--- config.mk ---
export PLATFORM = sky130hd
export DESIGN_NAME = hptc_temp
export DESIGN_NICKNAME = d
export VERILOG_FILES = /design/src/design/humidity_pressure_temp_compensation_defines.svh /design/src/design/hptc_pkg.sv /design/src/design/hptc_temp.sv
export SDC_FILE = /design/constraint.sdc
export NUM_CORES = 2
export LEC_CHECK = 0
export ABC_AREA = 1
export BUFFER_PORTS_ARGS = -buffer_cell sky130_fd_sc_hd__buf_2
export CAP_MARGIN = 20
export CELL_PAD_IN_SITES_DETAIL_PLACEMENT = 1
export CELL_PAD_IN_SITES_GLOBAL_PLACEMENT = 1
export CORE_MARGIN = 3
export CORE_UTILIZATION = 55
export CTS_BUF_LIST = sky130_fd_sc_hd__clkbuf_4 sky130_fd_sc_hd__clkbuf_8
export DETAILED_ROUTE_END_ITERATION = 16
export PLACE_DENSITY = 0.95
export SYNTH_ARGS = -nofsm -noshare
export SYNTH_HDL_FRONTEND = slang
export SYNTH_SLANG_ARGS = --single-unit
--- constraint.sdc ---
create_clock -name clk -period 18.63 [get_ports clk]
set_clock_uncertainty 0.1 [all_clocks]
set_input_delay 1.863 -clock clk [delete_from_list [all_inputs] [get_ports clk]]
set_output_delay 1.863 -clock clk [all_outputs]
set_load 0.01 [all_outputs]
--- src/design/humidity_pressure_temp_compensation_defines.svh ---
// Assertion macros for the compensation pipeline.
`ifndef HUMIDITY_PRESSURE_TEMP_COMPENSATION_DEFINES_SVH
`define HUMIDITY_PRESSURE_TEMP_COMPENSATION_DEFINES_SVH
`ifndef SYNTH
// Same-cycle implication, checked out of reset.
`define HPTC_ASSERT_IMP(lbl, ante, cons, msg) \
  lbl: assert property (@(posedge clk) disable iff (rst) (ante) |-> (cons)) else $error(msg);
// Next-cycle implication, checked out of reset.
`define HPTC_ASSERT_NXT(lbl, ante, cons, msg) \
  lbl: assert property (@(posedge clk) disable iff (rst) (ante) |=> (cons)) else $error(msg);
`else
`define HPTC_ASSERT_IMP(lbl, ante, cons, msg)
`define HPTC_ASSERT_NXT(lbl, ante, cons, msg)
`endif
`endif

--- src/design/hptc_pkg.sv ---
// Shared constants and calibration types for the compensation pipeline.
package hptc_pkg;

  // Pipeline shape
  localparam int TEMP_LAT   = 4;
  localparam int DIV_STAGES = 64;
  localparam int PRES_LAT   = 12 + DIV_STAGES;
  localparam int HUM_LAT    = 10;
  localparam int PIPE_DEPTH = TEMP_LAT + PRES_LAT + 1;

  // Register indexes
  localparam logic [2:0] REG_CAL_TEMP  = 3'd0;
  localparam logic [2:0] REG_CAL_PLOW  = 3'd1;
  localparam logic [2:0] REG_CAL_PHIGH = 3'd2;
  localparam logic [2:0] REG_CAL_PNINE = 3'd3;
  localparam logic [2:0] REG_CAL_HA    = 3'd4;
  localparam logic [2:0] REG_CAL_HB    = 3'd5;

  // Formula constants
  localparam logic signed [33:0] FINE_P_OFFSET = 34'sd128000;
  localparam logic signed [63:0] DIV_SCALE     = 64'sd3125;
  localparam logic [20:0]        P_FULL        = 21'd1048576;
  localparam logic signed [63:0] P_BIAS        = 64'sd140737488355328;
  localparam logic signed [31:0] FINE_H_OFFSET = 32'sd76800;
  localparam logic signed [31:0] HUM_MAX       = 32'sd419430400;
  localparam logic [15:0]        HUM_OFF_CODE  = 16'h8000;
  localparam logic signed [31:0] HUM_Y_BIAS    = 32'sd2097152;
  localparam logic signed [31:0] HUM_X_ROUND   = 32'sd16384;
  localparam logic signed [31:0] HUM_Y_ROUND   = 32'sd8192;
  localparam logic signed [31:0] HUM_H3_BIAS   = 32'sd32768;
  localparam logic signed [31:0] CENTI_ROUND   = 32'sd128;

  typedef struct packed {
    logic signed [15:0] t3;
    logic signed [15:0] t2;
    logic [15:0]        t1;
  } temp_cal_t;

  typedef struct packed {
    logic [15:0]        p1;
    logic signed [15:0] p2;
    logic signed [15:0] p3;
    logic signed [15:0] p4;
    logic signed [15:0] p5;
    logic signed [15:0] p6;
    logic signed [15:0] p7;
    logic signed [15:0] p8;
    logic signed [15:0] p9;
  } pres_cal_t;

  typedef struct packed {
    logic [7:0]         h1;
    logic signed [15:0] h2;
    logic [7:0]         h3;
    logic signed [15:0] h4;
    logic signed [15:0] h5;
    logic signed [7:0]  h6;
  } hum_cal_t;

endpackage

--- src/design/hptc_temp.sv ---
// Temperature compensation: four stages from raw temperature to fine temperature.
module hptc_temp
  import hptc_pkg::*;
(
  input  logic               clk,
  input  logic               en,
  input  temp_cal_t          cal,
  input  logic [19:0]        raw_t,
  output logic signed [31:0] fine
);

  logic signed [31:0] da, d, ma, dd, a, b1;

  always_ff @(posedge clk) begin
    if (en) begin
      // offsets from T1
      da   <= $signed({15'b0, raw_t[19:3]} - {15'b0, cal.t1, 1'b0});
      d    <= $signed({16'b0, raw_t[19:4]} - {16'b0, cal.t1});
      // products
      ma   <= da * cal.t2;
      dd   <= d * d;
      // scale
      a    <= ma >>> 11;
      b1   <= (dd >>> 12) * cal.t3;
      // sum
      fine <= a + (b1 >>> 14);
    end
  end

endmodule

==> results.sh <==
export IMPL_fin_crit_sh_pct=47.1
export IMPL_area_growth_pct=3.86
export IMPL_synthFlopType="edfxtp_1"
export IMPL_syn_nets=6158
export IMPL_crit_buf_inv=5
export IMPL_cts_root_buffer="clkbuf_8"
export IMPL_crit_path_end_kind="register"
export IMPL_port_buffers=98
export IMPL_synth_cell_types=55
export IMPL_synth_edf_count=120
export IMPL_initial_utilization_pct=55.9
export IMPL_cts_num_sinks=120
export IMPL_grt_start_max_net_pins=77
export IMPL_netlist_area_leader_share_pct=43.2
export IMPL_ys_warnings_count=0
export IMPL_die_w_um=277
export IMPL_rows=98
export IMPL_finalHoldViolations=0
export IMPL_wirelength_um=152000
export IMPL_clockBufferDepth=2
export IMPL_clkTransAtPathRegs_ps=150
export IMPL_period_needed_ps=8780
export IMPL_cts_hold_buffers=0
export IMPL_drive_above_1_share_pct=4.04
export IMPL_die_h_um=277
export IMPL_cts_htree_levels=4
export IMPL_post_cts_buffers=0
export IMPL_post_drt_wl_per_cell_um=26.2
export IMPL_synth_area_leaders="fa_1 43%, inv_1 14%, ha_1 11%, nand2_1 10%, edfxtp_1 8.9%"
export IMPL_cts_resized_gates=0
export IMPL_seq_area_frac_synth_pct=8.95
export IMPL_required_ps=18830
export IMPL_slowest_delay_ps=760
export IMPL_cts_tree="yes"
export IMPL_clk_latency_ps=580
export IMPL_setup_viol=0
export IMPL_dp_hpwl_um=120000
export IMPL_cts_buffers=17
export IMPL_utilization_pct=58.1
export IMPL_hold_class="reg -> reg"
export IMPL_worstMarginPinSlew_ps=1060
export IMPL_critPathKind="reg -> reg"
export IMPL_fp_dieArea_mm2=0.0765
export IMPL_yosysTopAreaCell="fa_1"
export IMPL_num_io_pins=102
export IMPL_ys_ff_latch=120
export IMPL_nNetsFinal=6137
export IMPL_clock_fmax_mhz=114
export IMPL_cpMaxStageDelayCell="edfxtp_1"
export IMPL_grt_setup_unrepaired="no"
export IMPL_drtPass1Iterations=5
export IMPL_cap_violations=0
export IMPL_synthCells=4879
export IMPL_vias=34600
export IMPL_setup_tns_ps=0
export IMPL_synth_async_reset_ratio_pct=0
export IMPL_grt_pass1_vias=42200
export IMPL_start_kind="register"
export IMPL_drc=0
export IMPL_path_max_fanout=25
export IMPL_cp_common_cell="fa_1"
export IMPL_finalWeightedCongestion=0.944
export IMPL_cp_arrival_ps=8980
export IMPL_core_mm2=0.0720
export IMPL_drtAntennaViolNets=0
export IMPL_drt_iter0_drc=2947
export IMPL_crit_chain="buf_4 > nand2_1 > inv_1 > ha_1 > xnor2_1 > fa_1 > fa_1 > inv_1 > fa_1 > inv_1 > fa_1 > fa_1 > fa_1 > fa_1 > ha_1 > nand2_1 > nor2_1 > inv_1 > nor2_1 > a211oi_1 > nand2_1 > nand2_1 > nand2_1"
export IMPL_routed_via_density=5.95
export IMPL_netlist_area_mm2=0.0403
export IMPL_grt_pass1_wl_um=237000
export IMPL_maxSlewHeadroom_pct=29.4
export IMPL_grt_usage_pct=40.7
export IMPL_critical_path_top_delay_family="adder cells"
export IMPL_run_status="complete, no violations"
export IMPL_drv_slew=0
export IMPL_gr_total_overflow=0
export IMPL_antenna_found_initial=4
export IMPL_syn_area_per_cell_um2=8.25
[metal layers]
metal / global-route usage (%) / vias up / share of wire, % / wire length, um
li1: - / 13900 / - / -
met1: 41.3 / 17300 / 31 / 47900
met4: 36.3 / 6 / 11 / 16300
met2: 70.3 / 2312 / 50 / 75800
met3: 9.25 / 1127 / 8.2 / 12500
met5: 0 / - / 0.023 / 35
[cells by family after synthesis]
logic type	Yosys count	synth area share (%)
buffers and inverters	1690	16.0
and+or+nand+nor	1448	14.4
adders and majority gates	1209	53.8
AOI/OAI and AO/OA	286	4.16
xor gates and xnor gates	126	2.76
DFF	120	8.95
[metrics by stage]
stage	hold slack (ps)	setup WS (ps)	cells	cell area (um^2)
after global placement	301	10390	5789	41400
final	305	9850	5822	41800
after CTS	313	10100	5821	41800
after floorplan	300	11340	4879	40300
after global routing	331	9520	5822	41800
after detailed placement	311	9910	5789	41400
[cells in the mapped netlist, drive strengths merged (5+ instances only)]
cell and number:
nor3 23, buf 39, ha 340, nand4 24, xor2 85, nand2 1134, fa 869, clkbuf 119
a31oi 13, a21o 16, a211oi 5, o21ai 68, or2 20, a21boi 7, nand3 75, nor4 6
edfxtp 120, o211ai 7, a21oi 129, inv 1531, o21bai 17, nor2 157, xnor2 41, o21a 10
[worst paths after layout]
path / end / slack, ps / start / cells past startpoint
worst max register to register: dd[27] / 9850 / da[30] / 23
worst max-delay path: dd[27] / 9850 / da[30] / 23
worst min-delay path: a[0] / 310 / ma[11] / 0
worst min register to register: a[0] / 310 / ma[11] / 0
[sequential cells by signal, summed over array words and instances, names as in the netlist]
register / count
a: 21
b1: 18
da: 18
dd: 20
fine: 22
ma: 21
[area by class of cell]
cell class	count	area [um^2]
Multi-Input combinational cell	3069	30200
Timing Repair Buffer	118	643
Antenna cell	1	2.50
Sequential cell	120	3600
Clock inverter	15	153
Fill cell	8788	30200
Clock buffer	17	234
Tap cell	950	1190
Inverter	1532	5750
[layout by cell type (no fill, tap or decap), drive strengths merged, types with 2 or more instances in the layout]
cell type and instances:
a21oi 129, clkinvlp 3, a21o 16, clkbuf 17, o21a 10, xor2 85, or2 20, and3 4
o31ai 3, nand3b 4, o221ai 3, fa 869, inv 1540, nand3 75, nor2 157, o21ai 68
clkinv 4, edfxtp 120, buf 118, nand4 24, a221oi 2, nand2 1134, a31oi 13, nor4 6
xnor2 41, o2111ai 2, o21bai 17, a211oi 5, o211ai 7, ha 340, nor3 23, a21boi 7
Power is not shown: default switching activity piles up to over one toggle a cycle in this logic, so the estimate is an artifact.
